[config.mk]
export PLATFORM = sky130hd
export DESIGN_NAME = top_k_latest_arrival_list_unit_flat
export DESIGN_NICKNAME = d
export VERILOG_FILES = /design/src/sv/tkl_pkg.sv /design/src/sv/tkl_in_if.sv /design/src/sv/tkl_out_if.sv /design/src/sv/tkl_cfg_if.sv /design/src/sv/tkl_cell.sv /design/src/sv/top_k_latest_arrival_list_unit.sv /design/src/flat_wrapper.sv
export SDC_FILE = /design/constraint.sdc
export NUM_CORES = 1
export LEC_CHECK = 0
export ABC_CLOCK_PERIOD_IN_PS = 8350
export BUFFER_PORTS_ARGS = -buffer_cell sky130_fd_sc_hd__buf_2
export CAP_MARGIN = 30
export CORE_MARGIN = 3
export CORE_UTILIZATION = 40
export CTS_BUF_LIST = sky130_fd_sc_hd__clkbuf_16
export DETAILED_ROUTE_END_ITERATION = 8
export GPL_ROUTABILITY_DRIVEN = 0
export GPL_TIMING_DRIVEN = 0
export RECOVER_POWER = 100
export SLEW_MARGIN = 20
export SYNTH_ARGS = -nofsm -noshare
export SYNTH_HDL_FRONTEND = slang
export SYNTH_SLANG_ARGS = --single-unit
export TNS_END_PERCENT = 30
[constraint.sdc]
create_clock -name clk -period 8.35 [get_ports clk]
set_input_delay 1.67 -clock clk [delete_from_list [all_inputs] [get_ports clk]]
set_output_delay 1.67 -clock clk [all_outputs]
set_load 0.03 [all_outputs]
[src/sv/tkl_pkg.sv]
// ----------------------------------------------------------------------------
// tkl_pkg
// Shared widths, slot and control types for the latest-arrival list.
// ----------------------------------------------------------------------------
package tkl_pkg;

    localparam int LIST_SIZE = 8;
    localparam int IDX_W     = 16;
    localparam int ARR_W     = 32;
    localparam int LIMIT_W   = 4;

    localparam logic [LIMIT_W-1:0] LIMIT_RESET = LIMIT_W'(8);

    typedef struct packed {
        logic                    valid;
        logic [IDX_W-1:0]        index;
        logic signed [ARR_W-1:0] arrival;
    } slot_t;

    typedef struct packed {
        logic step;    // entry beat accepted: insert
        logic pop;     // rank beat accepted: shift toward cell 0
        logic active;  // cell lies below the list limit
    } cell_ctrl_t;

    typedef enum logic {
        ST_COLLECT,
        ST_EMIT
    } state_t;

endpackage

[src/sv/tkl_in_if.sv]
// ----------------------------------------------------------------------------
// tkl_in_if
// Entry channel: output number, arrival time and end-of-stream mark.
// ----------------------------------------------------------------------------
interface tkl_in_if;
    logic                             valid;
    logic                             ready;
    logic [tkl_pkg::IDX_W-1:0]        out_index;
    logic signed [tkl_pkg::ARR_W-1:0] arrival;
    logic                             last_item;

    modport source (output valid, output out_index, output arrival, output last_item,
                    input ready);
    modport sink   (input valid, input out_index, input arrival, input last_item,
                    output ready);
endinterface

[src/sv/tkl_out_if.sv]
// ----------------------------------------------------------------------------
// tkl_out_if
// Rank channel: one kept entry per beat, latest first.
// ----------------------------------------------------------------------------
interface tkl_out_if;
    logic                             valid;
    logic                             ready;
    logic [tkl_pkg::IDX_W-1:0]        rank_index;
    logic signed [tkl_pkg::ARR_W-1:0] rank_arrival;
    logic                             last_result;

    modport source (output valid, output rank_index, output rank_arrival,
                    output last_result, input ready);
    modport sink   (input valid, input rank_index, input rank_arrival,
                    input last_result, output ready);
endinterface

[src/sv/tkl_cfg_if.sv]
// ----------------------------------------------------------------------------
// tkl_cfg_if
// Configuration write channel for the list limit.
// ----------------------------------------------------------------------------
interface tkl_cfg_if;
    logic                          valid;
    logic                          ready;
    logic [tkl_pkg::LIMIT_W-1:0]   list_limit;

    modport source (output valid, output list_limit, input ready);
    modport sink   (input valid, input list_limit, output ready);
endinterface

[src/sv/tkl_cell.sv]
// ----------------------------------------------------------------------------
// tkl_cell
// One list slot: compare against the incoming arrival, then hold, load the new
// entry, take the upper neighbor's slot, clear if inactive, or take the lower on a pop.
// ----------------------------------------------------------------------------
module tkl_cell (
    input  logic                             clk,
    input  logic                             rst_n,
    input  tkl_pkg::cell_ctrl_t              ctrl,
    input  logic [tkl_pkg::IDX_W-1:0]        new_index,
    input  logic signed [tkl_pkg::ARR_W-1:0] new_arrival,
    input  tkl_pkg::slot_t                   prev_slot,
    input  logic                             prev_take,
    input  tkl_pkg::slot_t                   next_slot,
    output tkl_pkg::slot_t                   slot,
    output logic                             take
);

    logic                             valid_reg, valid_next;
    logic [tkl_pkg::IDX_W-1:0]        index_reg, index_next;
    logic signed [tkl_pkg::ARR_W-1:0] arrival_reg, arrival_next;

    // Entry goes at or above this slot unless the slot holds an equal or later arrival.
    assign take = !(valid_reg && ctrl.active && (arrival_reg >= new_arrival));

    always_comb
    begin
        valid_next   = valid_reg;
        index_next   = index_reg;
        arrival_next = arrival_reg;
        if (ctrl.step)
        begin
            if (!ctrl.active)
            begin
                valid_next = 1'b0;
            end
            else if (take && !prev_take)
            begin
                valid_next   = 1'b1;
                index_next   = new_index;
                arrival_next = new_arrival;
            end
            else if (take)
            begin
                valid_next   = prev_slot.valid;
                index_next   = prev_slot.index;
                arrival_next = prev_slot.arrival;
            end
        end
        else if (ctrl.pop)
        begin
            valid_next   = next_slot.valid;
            index_next   = next_slot.index;
            arrival_next = next_slot.arrival;
        end
    end

    always_ff @(posedge clk or negedge rst_n)
    begin
        if (!rst_n)
        begin
            valid_reg <= 1'b0;
        end
        else
        begin
            valid_reg <= valid_next;
        end
    end

    always_ff @(posedge clk)
    begin
        index_reg   <= index_next;
        arrival_reg <= arrival_next;
    end

    assign slot = '{valid: valid_reg, index: index_reg, arrival: arrival_reg};

endmodule

[src/sv/top_k_latest_arrival_list_unit.sv]
// ----------------------------------------------------------------------------
// top_k_latest_arrival_list_unit
// Keeps the latest-arriving entries of a stream, sorted, and reports them.
// ----------------------------------------------------------------------------
// The list lives in a row of LIST_SIZE cells, cell 0 holding the latest
// arrival. While collecting, one entry beat is taken every cycle: all cells
// compare the new arrival with their own in parallel, the first cell whose
// slot is empty or earlier loads the entry, cells below it take their upper
// neighbor's slot, and the last kept entry falls off a full list. Ties keep
// the older entry ahead. An entry whose place is at or past list_limit is
// dropped. A limit of 0 acts as 1, any above LIST_SIZE as LIST_SIZE; a
// lowered limit cuts the list at the next entry. On an entry with last_item
// set, the list then drains through cell 0, one rank beat per cycle for each
// kept entry (from 1 beat up to the effective limit, stretched by any rank
// stall), with last_result on the final beat; entry ready stays low while
// draining and the list is empty afterward. The configuration channel is
// always ready and should be written only while the block is idle.
// ----------------------------------------------------------------------------
module top_k_latest_arrival_list_unit (
    input  logic         clk,
    input  logic         rst_n,
    tkl_cfg_if.sink      cfg,
    tkl_in_if.sink       entry,
    tkl_out_if.source    rank
);

    localparam int N = tkl_pkg::LIST_SIZE;

    tkl_pkg::state_t state_reg, state_next;
    logic [tkl_pkg::LIMIT_W-1:0] limit_reg;

    logic step;
    logic pop;

    tkl_pkg::slot_t slots [N];
    logic           takes [N];

    // Configuration: take every write beat.
    assign cfg.ready = 1'b1;

    always_ff @(posedge clk or negedge rst_n)
    begin
        if (!rst_n)
        begin
            limit_reg <= tkl_pkg::LIMIT_RESET;
        end
        else if (cfg.valid)
        begin
            limit_reg <= cfg.list_limit;
        end
    end

    // Handshakes: entries only while collecting, ranks only while draining.
    assign step = entry.valid && entry.ready;
    assign pop  = rank.valid && rank.ready;

    // Mode control.
    always_comb
    begin
        state_next = state_reg;
        unique case (state_reg)
            tkl_pkg::ST_COLLECT:
            begin
                if (step && entry.last_item)
                begin
                    state_next = tkl_pkg::ST_EMIT;
                end
            end
            tkl_pkg::ST_EMIT:
            begin
                if (pop && rank.last_result)
                begin
                    state_next = tkl_pkg::ST_COLLECT;
                end
            end
            default:
            begin
                state_next = tkl_pkg::ST_COLLECT;
            end
        endcase
    end

    always_ff @(posedge clk or negedge rst_n)
    begin
        if (!rst_n)
        begin
            state_reg <= tkl_pkg::ST_COLLECT;
        end
        else
        begin
            state_reg <= state_next;
        end
    end

    always_comb
    begin
        entry.ready = 1'b0;
        rank.valid  = 1'b0;
        unique case (state_reg)
            tkl_pkg::ST_COLLECT: entry.ready = 1'b1;
            tkl_pkg::ST_EMIT:    rank.valid  = 1'b1;
            default:             entry.ready = 1'b0;
        endcase
    end

    // Cell row.
    genvar i;
    generate
        for (i = 0; i < N; i++)
        begin : g_cell
            tkl_pkg::cell_ctrl_t ctrl;
            tkl_pkg::slot_t      prev_slot;
            tkl_pkg::slot_t      next_slot;
            logic                prev_take;

            // Limit 0 keeps only cell 0 active.
            assign ctrl.step   = step;
            assign ctrl.pop    = pop;
            assign ctrl.active = (limit_reg == '0) ? (i == 0)
                                                   : (32'(limit_reg) > 32'(i));

            if (i == 0)
            begin : g_head
                assign prev_slot = '0;
                assign prev_take = 1'b0;
            end
            else
            begin : g_body
                assign prev_slot = slots[i-1];
                assign prev_take = takes[i-1];
            end

            if (i == N - 1)
            begin : g_tail
                assign next_slot = '0;
            end
            else
            begin : g_link
                assign next_slot = slots[i+1];
            end

            tkl_cell u_cell (
                .clk         (clk),
                .rst_n       (rst_n),
                .ctrl        (ctrl),
                .new_index   (entry.out_index),
                .new_arrival (entry.arrival),
                .prev_slot   (prev_slot),
                .prev_take   (prev_take),
                .next_slot   (next_slot),
                .slot        (slots[i]),
                .take        (takes[i])
            );
        end
    endgenerate

    // Cell 0 is the head of the list; the beat is last when cell 1 is empty.
    assign rank.rank_index   = slots[0].index;
    assign rank.rank_arrival = slots[0].arrival;

    generate
        if (N > 1)
        begin : g_last_multi
            assign rank.last_result = !slots[1].valid;
        end
        else
        begin : g_last_single
            assign rank.last_result = 1'b1;
        end
    endgenerate

endmodule

[src/flat_wrapper.sv]
// flat-port wrapper written by rule: the top's interface ports become plain ports
module top_k_latest_arrival_list_unit_flat 
  (clk, rst_n, cfg_valid, cfg_list_limit, cfg_ready, entry_valid, entry_out_index, entry_arrival, entry_last_item, entry_ready, rank_valid, rank_rank_index, rank_rank_arrival, rank_last_result, rank_ready);
  tkl_cfg_if cfg_i ();
  tkl_in_if entry_i ();
  tkl_out_if rank_i ();
  input  logic clk;
  input  logic rst_n;
  input wire logic [$bits(cfg_i.valid)-1:0] cfg_valid;
  input wire logic [$bits(cfg_i.list_limit)-1:0] cfg_list_limit;
  output wire logic [$bits(cfg_i.ready)-1:0] cfg_ready;
  input wire logic [$bits(entry_i.valid)-1:0] entry_valid;
  input wire logic [$bits(entry_i.out_index)-1:0] entry_out_index;
  input wire logic [$bits(entry_i.arrival)-1:0] entry_arrival;
  input wire logic [$bits(entry_i.last_item)-1:0] entry_last_item;
  output wire logic [$bits(entry_i.ready)-1:0] entry_ready;
  output wire logic [$bits(rank_i.valid)-1:0] rank_valid;
  output wire logic [$bits(rank_i.rank_index)-1:0] rank_rank_index;
  output wire logic [$bits(rank_i.rank_arrival)-1:0] rank_rank_arrival;
  output wire logic [$bits(rank_i.last_result)-1:0] rank_last_result;
  input wire logic [$bits(rank_i.ready)-1:0] rank_ready;
  assign cfg_i.valid = cfg_valid;
  assign cfg_i.list_limit = cfg_list_limit;
  assign cfg_ready = cfg_i.ready;
  assign entry_i.valid = entry_valid;
  assign entry_i.out_index = entry_out_index;
  assign entry_i.arrival = entry_arrival;
  assign entry_i.last_item = entry_last_item;
  assign entry_ready = entry_i.ready;
  assign rank_valid = rank_i.valid;
  assign rank_rank_index = rank_i.rank_index;
  assign rank_rank_arrival = rank_i.rank_arrival;
  assign rank_last_result = rank_i.last_result;
  assign rank_i.ready = rank_ready;
  top_k_latest_arrival_list_unit u_core (.clk(clk), .rst_n(rst_n), .cfg(cfg_i), .entry(entry_i), .rank(rank_i));
endmodule
==> flow_summary.ini <==
[status]
outcome = finished, violations left
failed_checks = max-capacitance violations, max-slew violations

[routing]
vias = 24700
drtPass1Iterations = 6
viasPerCell = 6.67
ant_nets = 0
drt_iter0_markers = 3596
wl_per_cell_um = 29.2
drc = 0
finalWirelength_um = 108000

[cts]
clockRootBuffer = clkbuf_16
cts_buffer_depth = 3
numCtsBuffers = 48
cts_tree = yes
clkLatencyLatePin_ps = 610
cts_hold_buffers = 0
cts_sinks = 397
clk_pin_slew_worst_paths_ps = 60
post-cts-setup-buffer-count = 0
htreeDepth = 2
post_cts_resized = 0

[synthesis]
synth.area.top_cells = edfxtp_1 (45%), ha_1 (12%), a221o_1 (7.7%)
synth_most_common_cell = nand2_1
synth-main-ff-cell = edfxtp_1
syn_area_mm2 = 0.0259
synth_top_area_cell = edfxtp_1
syn_nets = 2951
yosys_register_bits = 397
syn_area_per_cell_um2 = 9.82
synth_cell_types = 62
synthTopCellsByCount = nand2_1 (445), edfxtp_1 (384), a21oi_1 (289)
synth_top_area_share = 0.445
synth-edff-count = 384
syn_inst = 2637
synth_warnings = 0
ys_seq_area_frac = 0.458
async_flop_share = 0.0327

[setup_path]
slowest_delay_ps = 1040
regToRegEndpoint = u_core.g_cell[4].u_cell.arrival_reg[20]
required_ps = 8650
startpoint = entry_arrival[31]
slowest_stage = clkbuf_1
rr_worst_depth = 7
crit_path_end_kind = register
r2r-start = u_core.state_reg
worstPathBufferInverterCount = 4
cp_cell_sequence = clkbuf_1 -> inv_1 -> ha_1 -> nand4_1 -> nor3_1 -> a221oi_1 -> o211ai_1 -> xor2_1 -> a31oi_1 -> o21ai_0 -> clkbuf_1 -> clkbuf_1 -> mux2i_1
worstSetupEndpoint = u_core.g_cell[7].u_cell.arrival_reg[15]
arrival_ps = 7620
crit_fanout = 10
start_kind = input port
reg2reg_slack_ps = 2180
crit_type = in2reg
path_common_cell = clkbuf_1
worstSetupPathDepth = 13
path_delay_family = buffers and inverters

[power]
share_comb_of_total_power = 0.470
p_per_area_mw_per_mm2 = 410
leakage_nw = 11.4
p_clk_frac = 0.173
p_sw_mw = 5.58
power.internal_mw = 6.46
seqPwrFrac = 0.356
sw_frac_of_total = 0.463
ir_drop_mv = 0.272

[global_route]
track_usage = 0.310
antenna_found_initial = 2
grt_max_degree = 39
grt_overflow = 0
grt_first_pass_wirelength_um = 157000
grt_pass1_vias = 24300

[die]
initial_core_util = 0.407
ioPinCount = 110
die_y_um = 260
placementRows = 92
dieArea_mm2 = 0.0678
coreArea_mm2 = 0.0635
fp.dieW_um = 260

[timing]
min_period_ps = 7320
timing_hold_violations_final = 0
finalCritPeriodShare = 0.876
tightest_slew_ps = 3510
maxSlewHeadroom = -1.36
finalSetupViolations = 0
slew_viol_final = 43
setup_tns_ps = 0
fmax_mhz = 137
skew_ps = 19.1
rsz0062_at_grt = false

[layout]
stdcell_count = 3706
nets = 3136
layout-drive-gt1-share = 0.0626
utilization = 0.462
antennaDiodeCount = 0
largest_reg_flops = 256
syn_to_final_growth_pct = 13.4

[run]
cap_viol_max_count = 6

[placed_design]
dp_cells = 3616
dp_hpwl_um = 79500
port-buffer-count = 108

[worst_hold_path]
holdPathStages = 2
hp-class = reg2reg
metrics by stage:
stage	hold slack, ps	instance area [um2]	setup WS, ps	power [mW]
6_report	561	29300	1030	12.0
5_1_grt	589	29300	1110	12.5
4_1_cts	554	29600	2370	11.9
3_5_place_dp	542	28100	1780	9.78
3_3_place_gp	525	27500	-4450	9.49
2_1_floorplan	492	25900	678	7.37
cell usage in the layout, fill, tap and decap left out, types with 12 or more instances in the layout:
cell / n
and2_1: 21
a21o_1: 19
mux2i_1: 51
nor2_1: 162
nand3_1: 124
ha_1: 256
clkbuf_1: 237
buf_2: 64
a21oi_1: 288
dfrtp_1: 12
a31oi_1: 100
nor3_1: 20
o21ai_0: 130
clkinv_1: 13
nand4_1: 56
inv_1: 61
nand2_1: 445
a221o_1: 200
edfxtp_1: 384
a211oi_1: 13
buf_6: 12
clkbuf_16: 49
o211ai_1: 14
per-layer routing:
metal | part of all wire | vias to the layer above | wire length, um | track usage
met5 | 0.00014 | - | 15 | 0
met4 | 0.065 | 2 | 6990 | 0.182
met3 | 0.12 | 386 | 12900 | 0.0833
met2 | 0.43 | 1849 | 46800 | 0.472
met1 | 0.38 | 11900 | 41400 | 0.396
li1 | - | 10500 | - | -
cell type report:
class                           instances  area, um2
Buffer                                203        851
Tap cell                              846       1060
Timing Repair Buffer                  135        910
Inverter                               51        191
Clock buffer                           49       1230
Sequential cell                       397      11900
Clock inverter                         39        282
Multi-Input combinational cell       1986      13000
Fill cell                            6117      34200
how the worst min path moves through the flow:
stage	from	to	slack, ps
finish	u_core.g_cell[7].u_cell.valid_reg	u_core.g_cell[6].u_cell.valid_reg	560
detailed placement	u_core.g_cell[7].u_cell.valid_reg	u_core.g_cell[6].u_cell.valid_reg	540
global placement	u_core.g_cell[7].u_cell.valid_reg	u_core.g_cell[6].u_cell.valid_reg	520
global route	u_core.g_cell[5].u_cell.index_reg[5]	u_core.g_cell[4].u_cell.index_reg[5]	590
floorplan	u_core.g_cell[5].u_cell.valid_reg	u_core.g_cell[4].u_cell.valid_reg	490
CTS	u_core.g_cell[7].u_cell.valid_reg	u_core.g_cell[6].u_cell.valid_reg	550
worst reg2reg max path, cell delays in order, from the launching register on:
cell      delay [ps]
dfrtp_1          510
nor2b_1          260
clkbuf_1         660
clkbuf_1         540
clkbuf_1         870
nand2_1          140
o21ai_0         2640
buf_16           210
power by group through the flow:
stage                     sequential [mW]  combinational (mW)  clock, mW
after CTS                            4.24                5.55       2.08
after global placement               4.38                5.11          0
after global routing                 4.34                5.99       2.17
after detailed placement             4.27                5.51          0
after floorplan                      4.18                3.19          0
final                                4.29                5.66       2.09
cells by family (layout without fill, tap and decap cells):
kind of cell             Yosys count  count (layout)  share of synthesized area
buffers and inverters            254             477                     0.0415
other                              1               1                   0.000145
XOR/XNOR                           1               1                   0.000338
multiplexers                      55              55                     0.0215
AO/OA/AOI/OAI                    806             806                      0.210
AND/OR/NAND/NOR                  867             867                      0.145
adder cells (fa/ha/maj)          256             256                      0.124
flip-flops                       397             397                      0.458
No activity file was read; power rests on OpenSTA's default activity.
